--- src/rtl/uri_pkg.sv ---
// Shared types and constants for the UART register interface.
// Holds the item and result word structs and the register codes; no dependencies.
`default_nettype none

package uri_pkg;

    localparam logic [1:0] OP_READ  = 2'd0;
    localparam logic [1:0] OP_WRITE = 2'd1;
    localparam logic [1:0] OP_RX    = 2'd2;

    localparam logic [2:0] OFF_RBR = 3'd0;
    localparam logic [2:0] OFF_IER = 3'd1;
    localparam logic [2:0] OFF_IIR = 3'd2;
    localparam logic [2:0] OFF_LCR = 3'd3;
    localparam logic [2:0] OFF_MCR = 3'd4;
    localparam logic [2:0] OFF_LSR = 3'd5;
    localparam logic [2:0] OFF_MSR = 3'd6;
    localparam logic [2:0] OFF_SCR = 3'd7;

    localparam logic [7:0] IIR_NONE  = 8'h01;
    localparam logic [7:0] IIR_TX    = 8'h02;
    localparam logic [7:0] IIR_RX    = 8'h04;
    localparam logic [7:0] LSR_RESET = 8'h60;

    localparam int DLAB_BIT = 7;
    localparam int IER_RX_BIT = 0;
    localparam int IER_TX_BIT = 1;
    localparam int LSR_DR_BIT = 0;

    typedef struct packed {
        logic [1:0] operation;
        logic [2:0] offset;
        logic [7:0] data;
    } item_t;

    typedef struct packed {
        logic [7:0] read_data;
        logic       tx_valid;
        logic [7:0] tx_byte;
        logic       irq_level;
        logic       rx_dropped;
    } result_t;

endpackage

`default_nettype wire

--- src/rtl/uart_register_interface.sv ---
// Top level of the UART register interface: input channel, core and output buffer.
// Depends on uri_pkg and uri_core.
//
// Usage: each word on the item channel is a bus read, a bus write or a byte
// received from the host. Every accepted word yields exactly one word on the
// result channel, in order. A word is taken on a rising edge with its valid
// high and its stall low.
// An accepted word's result goes into the output register when that is free,
// else into the skid register. Throughput is one word per cycle while item_stall
// is low; register state updates on each accepted word, so the next sees it at once.
// The result side has a two-entry buffer, an output register and a skid
// register. When the receiver stalls, one further word is still accepted into
// the skid register; item_stall then rises until the output register drains.
// Reset clears both buffer entries, loads the register file with its reset
// values (identification 0x01, line status 0x60, all else zero) and lowers
// the interrupt line. No word is lost or repeated under any stall pattern.
`default_nettype none

module uart_register_interface
    import uri_pkg::*;
(
    input  wire logic    clk,
    input  wire logic    rst_n,
    input  wire logic    item_valid,
    output logic         item_stall,
    input  wire item_t   item,
    output logic         result_valid,
    input  wire logic    result_stall,
    output result_t      result
);

    logic    accept;
    logic    take;
    logic    out_free;
    result_t core_result;

    logic    out_valid_reg, out_valid_next;
    logic    skid_valid_reg, skid_valid_next;
    result_t out_reg, out_next;
    result_t skid_reg, skid_next;

    assign item_stall   = skid_valid_reg;
    assign accept       = item_valid && !skid_valid_reg;
    assign take         = out_valid_reg && !result_stall;
    assign out_free     = !out_valid_reg || take;
    assign result_valid = out_valid_reg;
    assign result       = out_reg;

    uri_core u_core (
        .clk    (clk),
        .rst_n  (rst_n),
        .accept (accept),
        .item   (item),
        .result (core_result)
    );

    always_comb
    begin
        out_valid_next  = out_valid_reg;
        skid_valid_next = skid_valid_reg;
        out_next        = out_reg;
        skid_next       = skid_reg;
        if (out_free)
        begin
            if (skid_valid_reg)
            begin
                out_next        = skid_reg;
                out_valid_next  = 1'b1;
                skid_valid_next = 1'b0;
            end
            else
            begin
                out_next       = core_result;
                out_valid_next = accept;
            end
        end
        else if (accept)
        begin
            skid_next       = core_result;
            skid_valid_next = 1'b1;
        end
    end

    always_ff @(posedge clk or negedge rst_n)
    begin
        if (!rst_n)
        begin
            out_valid_reg  <= 1'b0;
            skid_valid_reg <= 1'b0;
        end
        else
        begin
            out_valid_reg  <= out_valid_next;
            skid_valid_reg <= skid_valid_next;
        end
    end

    always_ff @(posedge clk)
    begin
        out_reg  <= out_next;
        skid_reg <= skid_next;
    end

    a_skid_behind_out: assert property (@(posedge clk) disable iff (!rst_n)
        skid_valid_reg |-> out_valid_reg)
        else $error("skid entry held while output register empty");

    a_skid_refills_out: assert property (@(posedge clk) disable iff (!rst_n)
        take && skid_valid_reg |=> out_valid_reg && !skid_valid_reg)
        else $error("skid entry not moved into output register");

    a_accept_reaches_out: assert property (@(posedge clk) disable iff (!rst_n)
        accept && out_free |=> out_valid_reg && out_reg == $past(core_result))
        else $error("accepted word did not reach the output register");

    a_held_result_kept: assert property (@(posedge clk) disable iff (!rst_n)
        out_valid_reg && result_stall |=> out_valid_reg && $stable(out_reg))
        else $error("stalled result changed");

endmodule

`default_nettype wire

--- src/rtl/uri_core.sv ---
// Register file, divisor latch and interrupt logic of the UART register interface.
// Updates state on each accepted word and forms its result; depends on uri_pkg.
`default_nettype none

module uri_core
    import uri_pkg::*;
(
    input  wire logic    clk,
    input  wire logic    rst_n,
    input  wire logic    accept,
    input  wire item_t   item,
    output result_t      result
);

    logic [7:0] rbr_reg, rbr_next;
    logic [7:0] ier_reg, ier_next;
    logic [7:0] iir_reg, iir_next;
    logic [7:0] lcr_reg, lcr_next;
    logic [7:0] mcr_reg, mcr_next;
    logic [7:0] lsr_reg, lsr_next;
    logic [7:0] msr_reg, msr_next;
    logic [7:0] dll_reg, dll_next;
    logic [7:0] dlm_reg, dlm_next;
    logic       irq_reg, irq_next;
    logic       div_hit;

    assign div_hit = lcr_reg[DLAB_BIT] && (item.offset[2:1] == 2'b00);

    always_comb
    begin
        rbr_next = rbr_reg;
        ier_next = ier_reg;
        iir_next = iir_reg;
        lcr_next = lcr_reg;
        mcr_next = mcr_reg;
        lsr_next = lsr_reg;
        msr_next = msr_reg;
        dll_next = dll_reg;
        dlm_next = dlm_reg;
        irq_next = irq_reg;
        result   = '0;

        case (item.operation)
            OP_READ:
            begin
                if (div_hit)
                begin
                    result.read_data = item.offset[0] ? dlm_reg : dll_reg;
                end
                else
                begin
                    case (item.offset)
                        OFF_RBR:
                        begin
                            result.read_data = rbr_reg;
                            lsr_next[LSR_DR_BIT] = 1'b0;
                        end
                        OFF_IER: result.read_data = ier_reg;
                        OFF_IIR:
                        begin
                            result.read_data = iir_reg;
                            if (iir_reg == IIR_RX && ier_reg[IER_TX_BIT])
                            begin
                                iir_next = IIR_TX;
                            end
                            else
                            begin
                                iir_next = IIR_NONE;
                                irq_next = 1'b0;
                            end
                        end
                        OFF_LCR: result.read_data = lcr_reg;
                        OFF_MCR: result.read_data = mcr_reg;
                        OFF_LSR: result.read_data = lsr_reg;
                        OFF_MSR: result.read_data = msr_reg;
                        default: result.read_data = '0;
                    endcase
                end
            end
            OP_WRITE:
            begin
                if (div_hit)
                begin
                    if (item.offset[0])
                    begin
                        dlm_next = item.data;
                    end
                    else
                    begin
                        dll_next = item.data;
                    end
                end
                else
                begin
                    case (item.offset)
                        OFF_RBR:
                        begin
                            result.tx_valid = 1'b1;
                            result.tx_byte  = item.data;
                            if (ier_reg[IER_TX_BIT] && iir_reg != IIR_RX)
                            begin
                                iir_next = IIR_TX;
                                irq_next = 1'b1;
                            end
                        end
                        OFF_IER: ier_next = item.data;
                        OFF_LCR: lcr_next = item.data;
                        OFF_MCR: mcr_next = item.data;
                        OFF_LSR: lsr_next = item.data;
                        OFF_MSR: msr_next = item.data;
                        default: ;
                    endcase
                end
            end
            OP_RX:
            begin
                if (lsr_reg[LSR_DR_BIT])
                begin
                    result.rx_dropped = 1'b1;
                end
                else
                begin
                    rbr_next = item.data;
                    lsr_next[LSR_DR_BIT] = 1'b1;
                    if (ier_reg[IER_RX_BIT])
                    begin
                        iir_next = IIR_RX;
                        irq_next = 1'b1;
                    end
                end
            end
            default: ;
        endcase

        result.irq_level = irq_next;
    end

    always_ff @(posedge clk or negedge rst_n)
    begin
        if (!rst_n)
        begin
            rbr_reg <= '0;
            ier_reg <= '0;
            iir_reg <= IIR_NONE;
            lcr_reg <= '0;
            mcr_reg <= '0;
            lsr_reg <= LSR_RESET;
            msr_reg <= '0;
            dll_reg <= '0;
            dlm_reg <= '0;
            irq_reg <= 1'b0;
        end
        else if (accept)
        begin
            rbr_reg <= rbr_next;
            ier_reg <= ier_next;
            iir_reg <= iir_next;
            lcr_reg <= lcr_next;
            mcr_reg <= mcr_next;
            lsr_reg <= lsr_next;
            msr_reg <= msr_next;
            dll_reg <= dll_next;
            dlm_reg <= dlm_next;
            irq_reg <= irq_next;
        end
    end

    // The interrupt line is high exactly when a cause is pending.
    a_irq_matches_cause: assert property (@(posedge clk) disable iff (!rst_n)
        irq_reg == (iir_reg != IIR_NONE))
        else $error("interrupt line disagrees with identification code");

    // A received byte that is dropped leaves the receive buffer untouched.
    a_drop_keeps_buffer: assert property (@(posedge clk) disable iff (!rst_n)
        accept && result.rx_dropped |=> $stable(rbr_reg))
        else $error("dropped byte changed the receive buffer");

    // A divisor access never transmits.
    a_divisor_no_tx: assert property (@(posedge clk) disable iff (!rst_n)
        div_hit |-> !result.tx_valid)
        else $error("divisor latch access transmitted a byte");

endmodule

`default_nettype wire
--- config.mk ---
export PLATFORM = sky130hd
export DESIGN_NAME = uart_register_interface
export DESIGN_NICKNAME = d
export VERILOG_FILES = /design/src/rtl/uri_pkg.sv /design/src/rtl/uart_register_interface.sv /design/src/rtl/uri_core.sv
export SDC_FILE = /design/constraint.sdc
export NUM_CORES = 1
export LEC_CHECK = 0
export BUFFER_PORTS_ARGS = -buffer_cell sky130_fd_sc_hd__buf_2
export CAP_MARGIN = 20
export CORE_MARGIN = 4
export CORE_UTILIZATION = 40
export CTS_CLUSTER_SIZE = 14
export DETAILED_ROUTE_END_ITERATION = 10
export PLACE_DENSITY_LB_ADDON = 0.1
export SETUP_SLACK_MARGIN = 0.1
export SLEW_MARGIN = 30
export SYNTH_ARGS = -nofsm -noshare
export SYNTH_HDL_FRONTEND = slang
export SYNTH_SLANG_ARGS = --single-unit
--- constraint.sdc ---
create_clock -name clk -period 4 [get_ports clk]
set_clock_uncertainty 0.15 [all_clocks]
set_input_delay 0.6 -clock clk [delete_from_list [all_inputs] [get_ports clk]]
set_output_delay 0.6 -clock clk [all_outputs]
set_load 0.05 [all_outputs]
==> results.txt, run 1 <==
----------------------------------------------------
[Logic synthesis]
  Yosys top cell area share ... 33.0%
  Most used DFF post-synth ... sky130_fd_sc_hd__dfrtp_1
  Main combinational cell family by area after synthesis ... multiplexers
  Xor and xnor fraction of the mapped netlist area ... 0%
  Sequential cell area fraction in the yosys report ... 57.1%
  Adder-cell share of the synthesized area ... 0.986%
  Number of enable flip-flop cells after synthesis ... 38
  Portion of netlist area occupied by mux cells ... 20.6%
  Synthesis warning total ... 0
  Largest area contributor in the synthesized netlist ... sky130_fd_sc_hd__dfrtp_1
  Netlist cell types ... 58
  Share of async-settable or async-resettable flops after synthesis ... 64.8%
  Area fraction in compound gates after synthesis ... 9.49%
  Top cells by area in the synthesized netlist ... sky130_fd_sc_hd__dfrtp_1 33%, sky130_fd_sc_hd__edfxtp_1 22%, sky130_fd_sc_hd__mux2_2 13%
  Netlist area before placement ... 5070 um2
  Simple-gate share of the synthesized area ... 9.32%
  Net count of the mapped netlist ... 401
  Total of flip-flops plus latches after synthesis ... 108
  Synthesized area per cell ... 13.4 um2
  Most instantiated cells after synthesis ... 67 x sky130_fd_sc_hd__dfrtp_1, 57 x sky130_fd_sc_hd__mux2_2, 38 x sky130_fd_sc_hd__edfxtp_1
  Cell count after synthesis ... 380
  Most common cell in the synthesized netlist ... sky130_fd_sc_hd__dfrtp_1

[Floorplanning]
  Die area ... 14600 um2
  Core Rows ... 40
  Floorplan Core Area ... 12200 um2
  Starting utilization of the core area ... 41.5%
  Number of ports placed on the die boundary ... 38
  Die width ... 121 um
  Die H ... 121 um

[Clock tree]
  Post-CTS resize count ... 0
  Clock slew seen by the registers of the worst setup and hold paths ... 0.07 ns
  H-tree lvl count ... 3
  Clock latency reported for the late side of the worst-skew pair ... 0.35 ns
  CTS Buffer Depth ... 2
  Clk sink count ... 108
  Number of hold buffers added after cts ... 0
  CTS root buf ... sky130_fd_sc_hd__clkbuf_16
  Post-CTS Setup Repair Bufs ... 0
  Cts bufs inserted ... 9
  TritonCTS clock tree ... yes

[Placement]
  Area after detailed placement ... 5420 um2
  DP HPWL ... 7.20 mm
  I/O Buffers ... 37
  Routability congestion estimate from global placement ... 0.811

[STA]
  RSZ-0062 raised after global routing ... false
  Hold slack final ... 0.0241 ns
  Final setup violation count ... 0
  Final min period ... 2.40 ns
  Pin slew with the least headroom to its limit ... 0.855 ns
  Endpoints failing hold ... 0
  Period utilisation layout ... 60.0%
  Maximum frequency from static timing analysis ... 417 MHz
  Worst slew margin relative to its limit ... 42.7%
  Max-slew violation total from the final report ... 0
  Setup TNS ... 0 ns

[Layout]
  Layout Nets ... 434
  Layout cell share with drive strength beyond 1 ... 31.6%
  Antenna diodes ... 0
  Syn-to-layout area delta ... 12.8%
  Fill count ... 1133
  Area of all placed cells without fillers ... 5730 um2
  Core Util, Final ... 46.9%

[Critical path]
  Data arrival time at the worst-slack endpoint ... 2.32 ns
  Worst Setup Path Type ... input pin to flip-flop
  Required time of the critical path ... 3.92 ns
  Max Fanout on Critical Path ... 40
  Crit end category ... flip-flop
  Crit start category ... input pin

[Global route]
  Vias in the first global route ... 3176
  Wire length of the first global-routing pass ... 18.0 mm
  Overall overflow remaining after global route ... 0
  Pin count of the biggest net entering global routing ... 41
  Total routing usage reported by global routing ... 16.1%
  Initial antenna violation count ... 0

[Drt]
  Detailed route wirelength on metal2 ... 4.87 mm
  Routed vias ... 3206
  Wire length the detailed router placed on met1 ... 5.44 mm
  Number of iterations in the first detailed-routing pass ... 4
  Post-route antenna net violation count ... 0
  Drt total wl ... 10.9 mm
  Mean routed wirelength per cell ... 18.5 um
  Met3 WL ... 421 um
  Per-cell via count in the routed design ... 5.47
  DR top layer ... met4
  DRC violations left ... 0
  Initial drt markers ... 249

[Run status]
  Run status ... finished clean

[Power and ir drop]
  Worst supply voltage drop on vdd ... 0.299 mV
  Leakage power of the design ... 2.42 nW
  Pwr Density ... 480 nW/um2

[Worst hold path]
  Min-delay worst type ... input pin to async pin

[Flow run]
  Max-cap violations ... 0

----------------------------------------------------
power breakdown:
group | total, W | internal [W] | switching [W] | leakage [nW]
Clock | 0.000928 | 0.000542 | 0.000386 | 0.146
Sequential | 0.00138 | 0.00131 | 0.0000759 | 1.28
Combinational | 0.000438 | 0.000178 | 0.000259 | 0.993
per-layer routing:
layer,global-route usage [%],vias up
met5,0,-
met4,3.82,0
met3,4.44,13
met2,23.9,55
met1,23.5,1635
li1,-,1503
placed cells by master (no fill, tap or decap), types with 11 or more instances in the layout:
cell type,Yosys,routed
sky130_fd_sc_hd__edfxtp_1,38,38
sky130_fd_sc_hd__mux2_1,20,20
sky130_fd_sc_hd__nand2_1,11,11
sky130_fd_sc_hd__dfrtp_1,67,67
sky130_fd_sc_hd__a21oi_1,18,18
sky130_fd_sc_hd__mux2_2,57,57
sky130_fd_sc_hd__buf_2,10,36
sky130_fd_sc_hd__mux2i_1,18,18
worst max-delay path, cell delays in order:
cell                       delay (ns)
sky130_fd_sc_hd__buf_4           0.44
sky130_fd_sc_hd__and3b_1         0.34
sky130_fd_sc_hd__a32o_1          0.24
sky130_fd_sc_hd__a211oi_1        0.50
sky130_fd_sc_hd__o21ai_0         0.19
cells by family (layout without fill, tap and decap cells):
| logic type | Yosys count | after routing |
|---|---|---|
| and+or+nand+nor | 77 | 77 |
| DFF | 108 | 108 |
| buffers and inverters | 28 | 66 |
| adders and majority gates | 4 | 4 |
| muxes | 95 | 95 |
| AOI/OAI and AO/OA | 68 | 68 |
worst paths after layout:
check	start	endpoint	slack (ns)	cells after the start
hold reg to reg	u_core.msr_reg[2]	u_core.msr_reg[2]	0.34	1
hold / removal	rst_n	u_core.dll_reg[5]	0.02	1
setup / recovery	item[8]	result[12]	1.60	5
max in group asynchronous	rst_n	u_core.iir_reg[0]	2.82	2
setup reg to reg	u_core.lcr_reg[7]	result[16]	1.87	4
min in group clk	item_valid	result_valid	0.34	3
final cells by class:
| class | instances | area (um2) | area share [%] |
|---|---|---|---|
| sequential | 108 | 2900 | 50.6 |
| multi-input combinational | 244 | 2050 | 35.8 |
| timing repair buffer | 43 | 233 | 4.06 |
| clock buffer | 10 | 229 | 4.00 |
| tap | 168 | 210 | 3.67 |
| clock inverter | 6 | 78.8 | 1.38 |
| inverter | 7 | 26.3 | 0.459 |
metrics by stage:
step | cells | power (W) | worst slack (ns)
finish | 586 | 0.00275 | 1.60
global route | 586 | 0.00288 | 1.44
CTS | 586 | 0.00278 | 1.39
detailed placement | 570 | 0.00185 | 1.01
global placement | 570 | 0.00184 | 1.03
floorplan | 380 | 0.00171 | 1.34
(Power assumes the default switching activity.)
==> run 2: changes to the inputs <==
- clock period: 4 -> 2 ns (I/O delays scaled with it)
==> run 2 against run 1 <==
Effect of this change:
- sequential share of layout area decreased by 3.9 points
- global-route usage about the same
- sequential cell count unchanged
- die area unchanged
- critical path type is now flip-flop to flip-flop
- critical endpoint is now u_core.iir_reg[1]
==> results.txt, run 2 (synthesis results as in run 1) <==
----------------------------------------------------
[STA]
  RSZ-0062 raised after global routing ... true
  Endpoints failing hold ... 0 (unchanged)
  Final min period ... 1.91 ns
  Worst path setup slack after routing ... 0.0881 ns (-1.51 ns)
  Pin slew with the least headroom to its limit ... 0.510 ns (-0.345 ns)
  Worst slew margin relative to its limit ... 66.0% (+23 points)
  Period utilisation layout ... 95.6%
  Max-slew violation total from the final report ... 0 (unchanged)
  Maximum frequency from static timing analysis ... 523 MHz
  Final setup violation count ... 0 (unchanged)

[Power and ir drop]
  Worst supply voltage drop on vdd ... 0.362 mV (+21%)
  Leakage power of the design ... 2.68 nW (+11%)
  Pwr Density ... 903 nW/um2 (+88%)

[Global route]
  Total routing usage reported by global routing ... 16.1% (-0.028 points)
  M3 GR Usage ... 2.29% (-2.2 points)
  Pin count of the biggest net entering global routing ... 40 (-2.4%)
  Overall overflow remaining after global route ... 0 (unchanged)
  Met1 usage in global routing ... 23.3% (-0.19 points)
  Vias in the first global route ... 3367 (+6.0%)
  Wire length of the first global-routing pass ... 18.2 mm (+1.4%)
  GRT Max-Usage Layer ... met2
  Initial antenna violation count ... 0 (unchanged)
  Met2 Use GR ... 24.5% (+0.56 points)

[Critical path]
  Source of the worst register-to-register timing path ... u_core.lcr_reg[7]
  Critical Path Slowest Stage Cell ... sky130_fd_sc_hd__or4_4
  Worst Setup Path Type ... flip-flop to flip-flop
  Critical Path, Cell by Cell ... or4_4 -> o31ai_4 -> o2111ai_2 -> mux2_1
  Worst R2R Path Depth ... 4 (unchanged)
  Crit end category ... flip-flop
  Max Fanout on Critical Path ... 5 (-88%)
  Endpoint of the lowest-slack register-to-register path ... u_core.iir_reg[1]
  Data arrival time at the worst-slack endpoint ... 2.00 ns (-0.32 ns)
  Maximum cell stage delay along the critical path ... 0.45 ns (-0.05 ns)
  Required time of the critical path ... 2.08 ns (-1.84 ns)
  Worst reg2reg setup slack ... 0.09 ns (-1.78 ns)
  Crit start category ... flip-flop

[Layout]
  Antenna diodes ... 0 (unchanged)
  Area of all placed cells without fillers ... 6210 um2 (+8.5%)
  Syn-to-layout area delta ... 22.4%
  Layout cell share with drive strength beyond 1 ... 40.6% (+9.1 points)
  Most frequent standard cell in the layout excluding fill and tap cells ... sky130_fd_sc_hd__dfrtp_1
  Layout Nets ... 481 (+11%)
  Fill count ... 1119 (-1.2%)
  Commonest cells after routing, fill and taps aside ... 64 x sky130_fd_sc_hd__dfrtp_1, 57 x sky130_fd_sc_hd__mux2_2, 45 x sky130_fd_sc_hd__buf_4

[Flow run]
  Max-cap violations ... 0 (unchanged)

[Worst hold path]
  Hold Path Stages ... 3
  Launch point of the worst hold path ... item_valid
  Hold Path Sink ... result_valid
  Min-delay worst type ... input pin to flip-flop

[Clock tree]
  H-tree lvl count ... 3 (unchanged)
  CTS root buf ... sky130_fd_sc_hd__clkbuf_16
  Cts bufs inserted ... 9 (unchanged)
  TritonCTS clock tree ... yes
  Clock slew seen by the registers of the worst setup and hold paths ... 0.07 ns (about the same)
  Clk sink count ... 108 (unchanged)
  Clock latency reported for the late side of the worst-skew pair ... 0.35 ns (about the same)
  CTS Buffer Depth ... 2 (unchanged)

[Floorplanning]
  Starting utilization of the core area ... 41.5% (unchanged)
  Core Rows ... 40 (unchanged)
  Floorplan Core Area ... 12200 um2 (unchanged)
  Die H ... 121 um (unchanged)
  Die area ... 14600 um2 (unchanged)
  Die width ... 121 um (unchanged)
  Number of ports placed on the die boundary ... 38 (unchanged)

[Drt]
  DRC violations left ... 0 (unchanged)
  Routed vias ... 3300 (+2.9%)
  Drt total wl ... 11.0 mm (+1.3%)
  Initial drt markers ... 154 (-38%)
  Post-route antenna net violation count ... 0 (unchanged)
  Mean routed wirelength per cell ... 17.4 um (-6.2%)
  Number of iterations in the first detailed-routing pass ... 4 (unchanged)
  Per-cell via count in the routed design ... 5.21 (-4.7%)

[Placement]
  I/O Buffers ... 37 (unchanged)
  Setup WS pre-CTS ... -0.108 ns (-1.12 ns)
  Area after detailed placement ... 5840 um2 (+7.9%)
  DP HPWL ... 7.94 mm (+10%)
  Routability congestion estimate from global placement ... 0.837 (+3.3%)

[Run status]
  Run status ... finished clean

----------------------------------------------------
[run 2: changes by cell type in the layout (fill, tap and decap cells not counted), moves of 2 or more]
cell / previous run / this run
sky130_fd_sc_hd__clkinvlp_2: 2 / 0
sky130_fd_sc_hd__buf_4: 7 / 45
sky130_fd_sc_hd__buf_6: 0 / 3
sky130_fd_sc_hd__dfrtp_1: 67 / 64
sky130_fd_sc_hd__clkinv_4: 0 / 3
sky130_fd_sc_hd__dfrtp_2: 0 / 3
sky130_fd_sc_hd__buf_12: 0 / 4
[run 2: area by class of cell]
type / instances / area (um2) / area share (%)
Sequential cell: 108 / 2900 / 46.7
Multi-Input combinational cell: 244 / 2100 / 33.9
Tap cell: 168 / 210 / 3.38
Clock buffer: 10 / 239 / 3.85
Inverter: 7 / 38.8 / 0.624
Timing Repair Buffer: 90 / 647 / 10.4
Clock inverter: 6 / 71.3 / 1.15
[run 2: power breakdown]
group	total [W]	switching (W)	internal [W]
registers	0.00277	0.000156	0.00261
clock network	0.00185	0.000833	0.00102
logic	0.000992	0.000549	0.000443
total	0.00561	0.00154	0.00407
[run 2: worst max-delay path by stage]
stage	start	endpoint	slack, ns
after global routing	u_core.lcr_reg[7]	u_core.iir_reg[1]	0.01
after detailed placement	item[8]	result[12]	-0.11
after floorplan	item_stall	u_core.dlm_reg[0]	0.07
final	u_core.lcr_reg[7]	u_core.iir_reg[1]	0.09
after global placement	item[8]	result[12]	-0.16
after CTS	u_core.lcr_reg[7]	u_core.iir_reg[1]	0.08
[run 2: worst max-delay path, delay by kind of cell, from the launching register on]
kind	cells	cell delay, ns
compound gates	2	0.42
mux	1	0.33
flops	1	0.44
simple gates	1	0.45
[run 2: timing repair]
item | CTS | global route
hold endpoints to repair | 67 | 0
setup buffers | 0 | 1
gates resized for setup | 4 | 5
endpoints found under the setup margin | 16 | 20
hold buffers | 1 | 0
pin swaps | 0 | 1
[run 2: routing by layer]
layer  share of wire (%)  up-vias
li1                    -     1605
met1                  50     1639
met2                  46       45
met3                 2.6       11
met4                 1.6        0
met5                   0        -
[run 2: stage by stage]
| step | TNS [ns] | hold WS, ns | std cells | utilization, % | power (W) |
|---|---|---|---|---|---|
| after floorplan | 0 | -0.146 | 380 | - | 0.00344 |
| after global placement | -1.08 | 0.204 | 615 | 47.8 | 0.00378 |
| after detailed placement | -1.13 | 0.209 | 615 | 47.8 | 0.00380 |
| after CTS | 0 | 0.0650 | 632 | 50.7 | 0.00567 |
| after global routing | 0 | 0.0911 | 633 | 50.9 | 0.00587 |
| final | 0 | 0.0812 | 633 | 50.9 | 0.00561 |
==> run 3: changes to the inputs <==
- SETUP_SLACK_MARGIN: 0.1 -> unset
==> run 3 against run 2 <==
Effect of this change:
- count of clock-buffer cells in the layout unchanged
- final cell count up 1.7%
- final area up 0.12%
- combinational power about the same
- clock power down 10%
- worst setup slack worse by 0.0014 ns
- sequential cell count unchanged
- sequential share of layout area down 0.097 points
- critical path depth unchanged
- via count up 2.1%
- non-clock buffer count up 11
- register-to-register slack about the same
- largest cell class unchanged
==> results.txt, run 3 (synthesis results as in run 1) <==
----------------------------------------------------
[Clock tree]
  Clk sink count ... 108 (unchanged)
  CTS Buffer Depth ... 2 (unchanged)
  CTS root buf ... sky130_fd_sc_hd__clkbuf_16
  Cts bufs inserted ... 9 (unchanged)
  Clock slew seen by the registers of the worst setup and hold paths ... 0.07 ns (about the same)
  H-tree lvl count ... 3 (unchanged)
  Clock latency reported for the late side of the worst-skew pair ... 0.35 ns (about the same)
  Post-CTS Setup Repair Bufs ... 0 (unchanged)
  TritonCTS clock tree ... yes

[Global route]
  Total routing usage reported by global routing ... 16.6% (+0.52 points)
  Wire length of the first global-routing pass ... 18.9 mm (+3.6%)
  Pin count of the biggest net entering global routing ... 71 (+78%)
  Vias in the first global route ... 3526 (+4.7%)
  Overall overflow remaining after global route ... 0 (unchanged)
  Initial antenna violation count ... 0 (unchanged)

[Drt]
  Per-cell via count in the routed design ... 5.23 (+0.35%)
  DRC violations left ... 0 (unchanged)
  Met3 WL ... 444 um (+56%)
  Drt total wl ... 11.4 mm (+3.4%)
  Post-route antenna net violation count ... 0 (unchanged)
  Mean routed wirelength per cell ... 17.7 um (+1.6%)
  Detailed route wirelength on metal2 ... 5.02 mm (-0.46%)
  Number of iterations in the first detailed-routing pass ... 4 (unchanged)
  Wire length the detailed router placed on met1 ... 5.73 mm (+4.3%)
  DR top layer ... met4
  Initial drt markers ... 240 (+56%)
  Routed vias ... 3369 (+2.1%)

[STA]
  Final min period ... 1.91 ns (+0.00142 ns)
  Final setup violation count ... 0 (unchanged)
  Pin slew with the least headroom to its limit ... 0.461 ns (-0.0488 ns)
  Worst path setup slack after routing ... 0.0867 ns (-0.00142 ns)
  Max-slew violation total from the final report ... 0 (unchanged)
  Period utilisation layout ... 95.7% (about the same)
  Worst slew margin relative to its limit ... 69.2% (+3.2 points)
  Maximum frequency from static timing analysis ... 523 MHz (about the same)
  Hold slack final ... 0.0347 ns (-0.0465 ns)
  Endpoints failing hold ... 0 (unchanged)

[Critical path]
  Kind of cell adding the most delay to the critical path ... simple AND/OR/NAND/NOR gates
  Endpoint of the lowest-slack register-to-register path ... u_core.iir_reg[1]
  Worst R2R Path Depth ... 4 (unchanged)
  Critical Path, Cell by Cell ... or4_4 -> o31ai_4 -> o2111ai_2 -> mux2_1
  Critical path depth in cells ... 4 (unchanged)
  Critical Path Slowest Stage Cell ... sky130_fd_sc_hd__or4_4
  Maximum cell stage delay along the critical path ... 0.46 ns (about the same)
  Data arrival time at the worst-slack endpoint ... 2.00 ns (about the same)
  Crit start category ... flip-flop
  Max Fanout on Critical Path ... 5 (unchanged)
  Crit end category ... flip-flop
  Combined buffer and inverter count along the critical path ... 0 (unchanged)
  Required time of the critical path ... 2.08 ns (about the same)
  Worst Setup Path Type ... flip-flop to flip-flop
  Source of the worst register-to-register timing path ... u_core.lcr_reg[7]
  Worst reg2reg setup slack ... 0.09 ns (about the same)

[Worst hold path]
  Hold Path Sink ... result_valid
  Hold Path Stages ... 3 (unchanged)
  Min-delay worst type ... input pin to flip-flop
  Launch point of the worst hold path ... item_valid

[Power and ir drop]
  Leakage power of the design ... 2.72 nW (+1.7%)
  Worst supply voltage drop on vdd ... 0.332 mV (-8.4%)
  Pwr Density ... 872 nW/um2 (-3.4%)

[Run status]
  Run status ... finished clean

[Placement]
  DP HPWL ... 7.97 mm (+0.37%)
  Routability congestion estimate from global placement ... 0.830 (-0.92%)
  Setup WS pre-CTS ... -0.137 ns (-0.0286 ns)
  I/O Buffers ... 37 (unchanged)

[Floorplanning]
  Die width ... 121 um (unchanged)
  Floorplan Core Area ... 12200 um2 (unchanged)
  Die H ... 121 um (unchanged)
  Core Rows ... 40 (unchanged)
  Die area ... 14600 um2 (unchanged)
  Number of ports placed on the die boundary ... 38 (unchanged)
  Starting utilization of the core area ... 41.5% (unchanged)

[Layout]
  Layout cell share with drive strength beyond 1 ... 40.1% (-0.52 points)
  Antenna diodes ... 0 (unchanged)
  Layout Nets ... 492 (+2.3%)
  Syn-to-layout area delta ... 22.6%
  Commonest cells after routing, fill and taps aside ... 66 x sky130_fd_sc_hd__dfrtp_1, 57 x sky130_fd_sc_hd__mux2_2, 57 x sky130_fd_sc_hd__buf_4
  Most frequent standard cell in the layout excluding fill and tap cells ... sky130_fd_sc_hd__dfrtp_1

[Flow run]
  Max-cap violations ... 0 (unchanged)

----------------------------------------------------
-- run 3: cell count changes in the layout (fill, tap and decap cells not counted), sizes merged --
cell	change
bufinv	-1
inv	+1
buf	+11
-- run 3: power by group --
part	leakage [nW]	internal, W	switching (W)	total, W
Clock	0.132	0.000847	0.000814	0.00166
Sequential	1.28	0.00261	0.000160	0.00277
Combinational	1.32	0.000447	0.000545	0.000992
-- run 3: per-layer routing --
layer | up-vias | track usage (%)
li1 | 1617 | -
met1 | 1667 | 24.3
met2 | 74 | 25.3
met3 | 11 | 2.43
met4 | 0 | 5.74
met5 | - | 0
-- run 3: how the worst max path moves through the flow --
| stage | from | to | slack (ns) |
|---|---|---|---|
| finish | u_core.lcr_reg[7] | u_core.iir_reg[1] | 0.09 |
| global route | u_core.lcr_reg[7] | result[1] | -0.005 |
| CTS | item_stall | u_core.dll_reg[4] | 0.07 |
| detailed placement | item[12] | result[1] | -0.14 |
| global placement | item[8] | result[18] | -0.09 |
| floorplan | item[12] | result[1] | 0.003 |
-- run 3: per-stage QoR --
step                instance area [um2]   TNS, ns  instances  power, W  util (%)
CTS                                6210         0        644   0.00549      50.8
detailed placement                 5930     -1.55        627   0.00382      48.6
global placement                   5930    -0.491        627   0.00379      48.6
floorplan                          5080         0        380   0.00343         -
global route                       6220  -0.00482        644   0.00570      50.9
finish                             6220         0        644   0.00542      50.9
-- run 3: worst register-to-register path: stages (launching register included) --
cell,delay (ns)
sky130_fd_sc_hd__dfrtp_1,0.43
sky130_fd_sc_hd__or4_4,0.46
sky130_fd_sc_hd__o31ai_4,0.23
sky130_fd_sc_hd__o2111ai_2,0.18
sky130_fd_sc_hd__mux2_1,0.34
-- run 3: what timing repair did --
item / 4_1_cts / 5_1_grt
endpoints found under the setup margin: 0 / 3
hold endpoints to repair: 67 / 0
gates resized for setup: 0 / 1
hold buffers: 1 / 0
-- run 3: cell type report --
class / count / area [um2]
fillers: 1127 / 5990
well taps: 168 / 210
clock inverters: 6 / 38.8
inverters: 7 / 26.3
repair buffers: 101 / 743
multi-input cells: 244 / 2070
flip-flops and latches: 108 / 2900
clock buffers: 10 / 229
